$ cat config.mk
export PLATFORM = sky130hd
export DESIGN_NAME = pvp_finish
export DESIGN_NICKNAME = d
export VERILOG_FILES = /design/src/rtl/pvp_pkg.sv /design/src/rtl/pvp_finish.sv
export SDC_FILE = /design/constraint.sdc
export NUM_CORES = 1
export LEC_CHECK = 0
export BUFFER_PORTS_ARGS = -buffer_cell sky130_fd_sc_hd__buf_2
export CAP_MARGIN = 10
export CORE_UTILIZATION = 45
export DETAILED_ROUTE_END_ITERATION = 16
export PLACE_DENSITY = 0.69
export SYNTH_ARGS = -nofsm -noshare
export SYNTH_HDL_FRONTEND = slang
export SYNTH_SLANG_ARGS = --single-unit
$ cat constraint.sdc
create_clock -name vclk -period 8.2
set_input_delay 1.23 -clock vclk [all_inputs]
set_output_delay 1.23 -clock vclk [all_outputs]
set_load 0.02 [all_outputs]
$ cat src/rtl/pvp_pkg.sv
// ----------------------------------------------------------------------------
// pvp_pkg
// Shared widths, constants and the pipeline item type for the vertex projector.
// ----------------------------------------------------------------------------
`default_nettype none

package pvp_pkg;

    localparam int COORD_W  = 32;
    localparam int SCALE_W  = 24;
    localparam int CENTER_W = 12;
    localparam int SCREEN_W = 16;
    localparam int PROD_W   = SCALE_W + COORD_W + 1;   // signed product
    localparam int MAG_W    = PROD_W - 1;              // magnitude of product
    localparam int QUOT_W   = 25;                      // quotient bits kept
    localparam int ADDR_W   = 4;

    localparam logic [SCALE_W-1:0]  SCALE_RESET    = 24'd6400;
    localparam logic [CENTER_W-1:0] CENTER_X_RESET = 12'd160;
    localparam logic [CENTER_W-1:0] CENTER_Y_RESET = 12'd120;

    localparam logic signed [SCREEN_W-1:0] BEHIND_MARK = -16'sd10000;

    // register indexes
    typedef enum logic [1:0] {
        REG_SCALE    = 2'd0,
        REG_CENTER_X = 2'd1,
        REG_CENTER_Y = 2'd2
    } reg_idx_t;

    // one pipeline slot; later stages fill the later fields
    typedef struct packed {
        logic signed [COORD_W-1:0]  x;
        logic signed [COORD_W-1:0]  z;
        logic        [COORD_W-1:0]  d;
        logic                       last;
        logic                       behind;
        logic signed [PROD_W-1:0]   px;
        logic signed [PROD_W-1:0]   pz;
        logic        [MAG_W-1:0]    rx;
        logic        [MAG_W-1:0]    rz;
        logic                       negx;
        logic                       negz;
        logic                       ovfx;
        logic                       ovfz;
        logic        [QUOT_W-1:0]   qx;
        logic        [QUOT_W-1:0]   qz;
        logic signed [SCREEN_W-1:0] sx;
        logic signed [SCREEN_W-1:0] sy;
    } item_t;

endpackage

`default_nettype wire

$ cat src/rtl/pvp_finish.sv
// ----------------------------------------------------------------------------
// pvp_finish
// Applies sign, adds the centre, truncates toward zero and saturates one axis.
// ----------------------------------------------------------------------------
`default_nettype none

module pvp_finish (
    input  wire logic [pvp_pkg::QUOT_W-1:0]          quot,
    input  wire logic                                neg,
    input  wire logic                                ovf,
    input  wire logic [pvp_pkg::CENTER_W-1:0]        center,
    output logic signed [pvp_pkg::SCREEN_W-1:0]      coord
);
    import pvp_pkg::*;

    localparam int SUM_W = QUOT_W + 3;

    logic signed [SUM_W-1:0] qs;
    logic signed [SUM_W-1:0] sum;
    logic signed [SUM_W-1:0] rnd;

    always_comb
    begin
        qs  = neg ? -$signed({3'b000, quot}) : $signed({3'b000, quot});
        sum = qs + $signed({{(SUM_W-CENTER_W-8){1'b0}}, center, 8'h00});
        // Q.8 to integer, toward zero
        rnd = sum[SUM_W-1] ? ((sum + SUM_W'(255)) >>> 8) : (sum >>> 8);
        if (ovf)
            coord = neg ? -16'sd32768 : 16'sd32767;
        else if (rnd > SUM_W'(32767))
            coord = 16'sd32767;
        else if (rnd < -$signed(SUM_W'(32768)))
            coord = -16'sd32768;
        else
            coord = rnd[SCREEN_W-1:0];
    end

endmodule

`default_nettype wire
Word-level counts from Yosys, hierarchy flattened:

Index checks and enable logic that the tools add are counted.

* flip-flop bits (word level): 0
* input bits: 39
* logic and storage cells: 11

* add/subtract/negate cells: 3
* order comparisons: 2
* muxes and demuxes: 6

Operators with widths (count)
* 16-bit 2-to-1 mux: 4
* 28-bit 2-to-1 mux: 2
* 28-bit by 21-bit adder with 28-bit output: 1
* 28-bit by 9-bit adder with 28-bit output, second input constant: 1
* 28-bit by 16-bit > comparator with 1-bit output, second input constant: 1
* 28-bit by 16-bit < comparator with 1-bit output, second input constant: 1
* 25-bit negator with 28-bit output: 1

Logic depth before layout (Yosys ltp):

* depth in word-level cells: 9
* mapped depth: 20

Worst setup path after synthesis:

No wires, ideal clock.

* path type: input -> output
* start point: input port neg
* end point: output port coord[10] (netlist name)
* arrival time: 6.218 ns
* required time: 6.970 ns
* path slack: 0.752 ns
* cell stages on the path: 19
* buffers on the path: 5
* cells stage by stage: clkbuf_1 > clkbuf_1 > clkbuf_1 > buf_1 > nand2_1 > xnor2_1 > ha_1 > fa_1 > a21o_1 > a221oi_1 > nand2b_1 > a211oi_1 > nor4_1 > nand3_1 > or3_1 > o31ai_1 > a21oi_2 > buf_4 > o31ai_1

* word-level cells in the longest chain between the ends: 8

RTL lines
* start: declaration: RTL line pvp_finish.sv:9 `input wire logic neg,`
* 28-bit 2-to-1 mux: RTL line pvp_finish.sv:24 `qs = neg ? -$signed({3'b000, quot}) : $signed({3'b000, quot});`
* 28-bit by 21-bit adder with 28-bit output: RTL line pvp_finish.sv:25 `sum = qs + $signed({{(SUM_W-CENTER_W-8){1'b0}}, center, 8'h00});`
* 28-bit by 9-bit adder with 28-bit output: RTL line pvp_finish.sv:27 `rnd = sum[SUM_W-1] ? ((sum + SUM_W'(255)) >>> 8) : (sum >>> 8);`
* 28-bit 2-to-1 mux: RTL line pvp_finish.sv:27
* 28-bit by 16-bit < comparator with 1-bit output: RTL line pvp_finish.sv:32 `else if (rnd < -$signed(SUM_W'(32768)))`
* 16-bit 2-to-1 mux: RTL line pvp_finish.sv:32
* 16-bit 2-to-1 mux: RTL line pvp_finish.sv:30 `else if (rnd > SUM_W'(32767))`
* 16-bit 2-to-1 mux (*): RTL line pvp_finish.sv:28 `if (ovf)`
* end: declaration: RTL line pvp_finish.sv:12 `output logic signed [pvp_pkg::SCREEN_W-1:0] coord`

Mark *: on every way between the ends. The rest lies on a longest branch, timed or not.

Worst setup path in the final report:

* start point: input port quot[0] (netlist name)
* end point: output port coord[11] (netlist name)

* word-level cells in the longest chain between the ends: 9

RTL lines
* start: declaration: RTL line pvp_finish.sv:8 `input wire logic [pvp_pkg::QUOT_W-1:0] quot,`
* 25-bit negator with 28-bit output: RTL line pvp_finish.sv:24
* 28-bit 2-to-1 mux (*): RTL line pvp_finish.sv:24
* 28-bit by 21-bit adder with 28-bit output (*): RTL line pvp_finish.sv:25
* 28-bit by 9-bit adder with 28-bit output: RTL line pvp_finish.sv:27
* 28-bit 2-to-1 mux (*): RTL line pvp_finish.sv:27
* 28-bit by 16-bit < comparator with 1-bit output: RTL line pvp_finish.sv:32
* 16-bit 2-to-1 mux: RTL line pvp_finish.sv:32
* 16-bit 2-to-1 mux (*): RTL line pvp_finish.sv:30
* 16-bit 2-to-1 mux (*): RTL line pvp_finish.sv:28

Marks and branches as above.

==> impl_metrics.tcl <==
set metrics [dict create \
    detail_route.wl_per_cell_microns 13.7 \
    dpl.hpwl_microns 4900 \
    cp.depth 17 \
    postRouteAntennaNets 0 \
    cp_slowest_cell "a2111oi_4" \
    port_buffers 55 \
    finalHoldViolCount 0 \
    synth_fp_nets 380 \
    vias_per_cell 5.91 \
    coreArea_sq_um 4850 \
    layout_commonest_cell "buf_2" \
    max-slew-margin-rel_pct 47.1 \
    final_cell_mix "55 x buf_2, 29 x nand2_1, 29 x xnor2_1" \
    power.density_nw_per_um2 96.9 \
    max_stage_delay_ps 600 \
    seq_area_frac_synth_pct 0 \
    grt_max_degree 33 \
    grt_pass1_vias 2161 \
    synth_cell_type_count 71 \
    fmax_mhz 132 \
    start_util_pct 48.1 \
    gp_congestion 0.857 \
    ir_drop_mv 0.0406 \
    grtUsageTotal_pct 22.2 \
    die_area_sq_um 5470 \
    seq_area_sq_um 0 \
    antenna_found_initial 0 \
    grt_first_pass_wirelength_microns 10100 \
    syn_avg_cell_area_sq_um 7.15 \
    synth_top_area_share_pct 10.9 \
    seq_cell_count 0 \
    crit_chain "buf_2 -> inv_1 -> ha_1 -> nor4b_2 -> nand4_1 -> o31ai_1 -> xnor2_1 -> ha_1 -> a21o_1 -> a31o_2 -> o41a_1 -> a2111oi_4 -> nor4b_4 -> xnor2_1 -> o311ai_4 -> o31ai_1 -> buf_2" \
    rows 25 \
    netlist_top_cells_area "xnor2_1 11%, ha_1 7.5%, o31ai_1 6.4%" \
    num_vias 2564 \
    hp-class "in2out" \
    final.min_clock_period_ps 7590 \
    die_h_microns 74.0 \
    io_pins 55 \
    critPathCaptureType "output port" \
    period_share_pct 92.6 \
    status "finished, final reports clean" \
    crit_path_start "quot[0]" \
    worst_pin_slew_ps 783 \
    netlist_instances 326 \
    grt_overflow 0 \
    fillers 470 \
    drt_first_pass_iters 4 \
    cp.arrival_ps 6360 \
    synth_top_area_cell "xnor2_1" \
    path_delay_family "compound AO/OA/AOI/OAI gates" \
    leakagePower_nw 1.00 \
    antenna_cells 0 \
    maxCapViolations 0 \
    synth-warning-count 0 \
    finish.utilization_pct 54.6 \
    nClkBuffers 0 \
    cp_max_fo 15 \
    crit_path_end "coord[11]" \
    final_layout_size_suffix_gt1_share_pct 22.1 \
    worstSetupPathType "in2out" \
    layout.nets 423 \
    drc 0 \
    setup_viol 0 \
    syn_to_final_growth_pct 13.5 \
    die_width_microns 74.0 \
    first_iter_violations 112 \
    rsz0062_at_grt "no" \
    finalMaxSlewViolations 0 \
    required_ps 6970 \
    wirelength_microns 5960 \
    critPathLaunchType "primary input" \
    syn_area_sq_um 2330 \
    tns_ps 0 \
    multiInputGateArea_sq_um 2240 \
    worst-path-buf-inv 3 \
]
## layer usage
| metal | share of wire (%) | track usage [%] | routed length, microns |
|---|---|---|---|
| met5 | 0 | 0 | 0 |
| met4 | 0 | 0.214 | 0 |
| met3 | 3.0 | 0.407 | 178 |
| met2 | 43 | 36.0 | 2580 |
| met1 | 54 | 34.5 | 3200 |
## worst min-delay path by stage
| stage | from | end | cells after the start |
|---|---|---|---|
| after global routing | ovf | coord[15] | 5 |
| after global placement | ovf | coord[15] | 5 |
| final | ovf | coord[15] | 5 |
| after floorplan | ovf | coord[15] | 3 |
| after detailed placement | ovf | coord[15] | 5 |
| after CTS | ovf | coord[15] | 5 |
## area by class of cell
class              count  area share, %
multi-input cells    302           84.7
repair buffers        57           11.0
well taps             67           3.17
inverters              8           1.13
## worst min-delay path, cell delays in order
cell and delay (ps):
buf_2 120, inv_1 50, o311ai_2 100, nand2_1 60
buf_2 150
## through the flow
step           instances  worst slack, ps  area [sq um]  hold slack (ps)  total power [mW]
5_1_grt              434              126          2650             3000             0.283
2_1_floorplan        326              752          2330             2740             0.193
4_1_cts              434              289          2640             2960             0.253
6_report             434              610          2650             2950             0.257
3_5_place_dp         434              306          2640             2960             0.253
3_3_place_gp         434              594          2640             2960             0.251
## cells in the mapped netlist, drive strengths merged, types with 3 or more instances
master and number:
clkbuf 12, buf 4, nand4 6, a21oi 19
xnor2 29, o21ai 13, o31ai 22, nor2b 8
nor4 10, mux2i 3, nand4b 5, o21a 3
a21o 8, o311ai 3, a41oi 3, nor2 17
and3 4, ha 14, or4 4, or3 6
xor2 14, nor4b 4, inv 8, o41ai 6
nand3 12, or2 6, nor3 7, o211ai 5
a211oi 4, nand2b 5, nand2 29
## cells by family (layout without fill, tap and decap cells)
family | count (synthesis) | after routing | synth area share (%)
XOR/XNOR | 43 | 43 | 16.1
adder cells (fa/ha/maj) | 15 | 15 | 8.37
AND/OR/NAND/NOR | 134 | 134 | 34.6
multiplexers | 3 | 3 | 1.29
buffers and inverters | 24 | 65 | 4.35
AO/OA/AOI/OAI | 107 | 107 | 35.3
## repair_timing
action                     CTS  global route
setup endpoints to repair    0            15
resized for setup            0             2
hold endpoints to repair     0             0
setup buffers                0             0
hold buffers                 0             0
## report_power, final
group / internal [mW] / leakage (nW) / switching [mW]
clock network: 0 / 0 / 0
logic: 0.103 / 1.00 / 0.154
registers: 0 / 0 / 0
total: 0.103 / 1.00 / 0.154
Power figures use the tool's default switching activity.
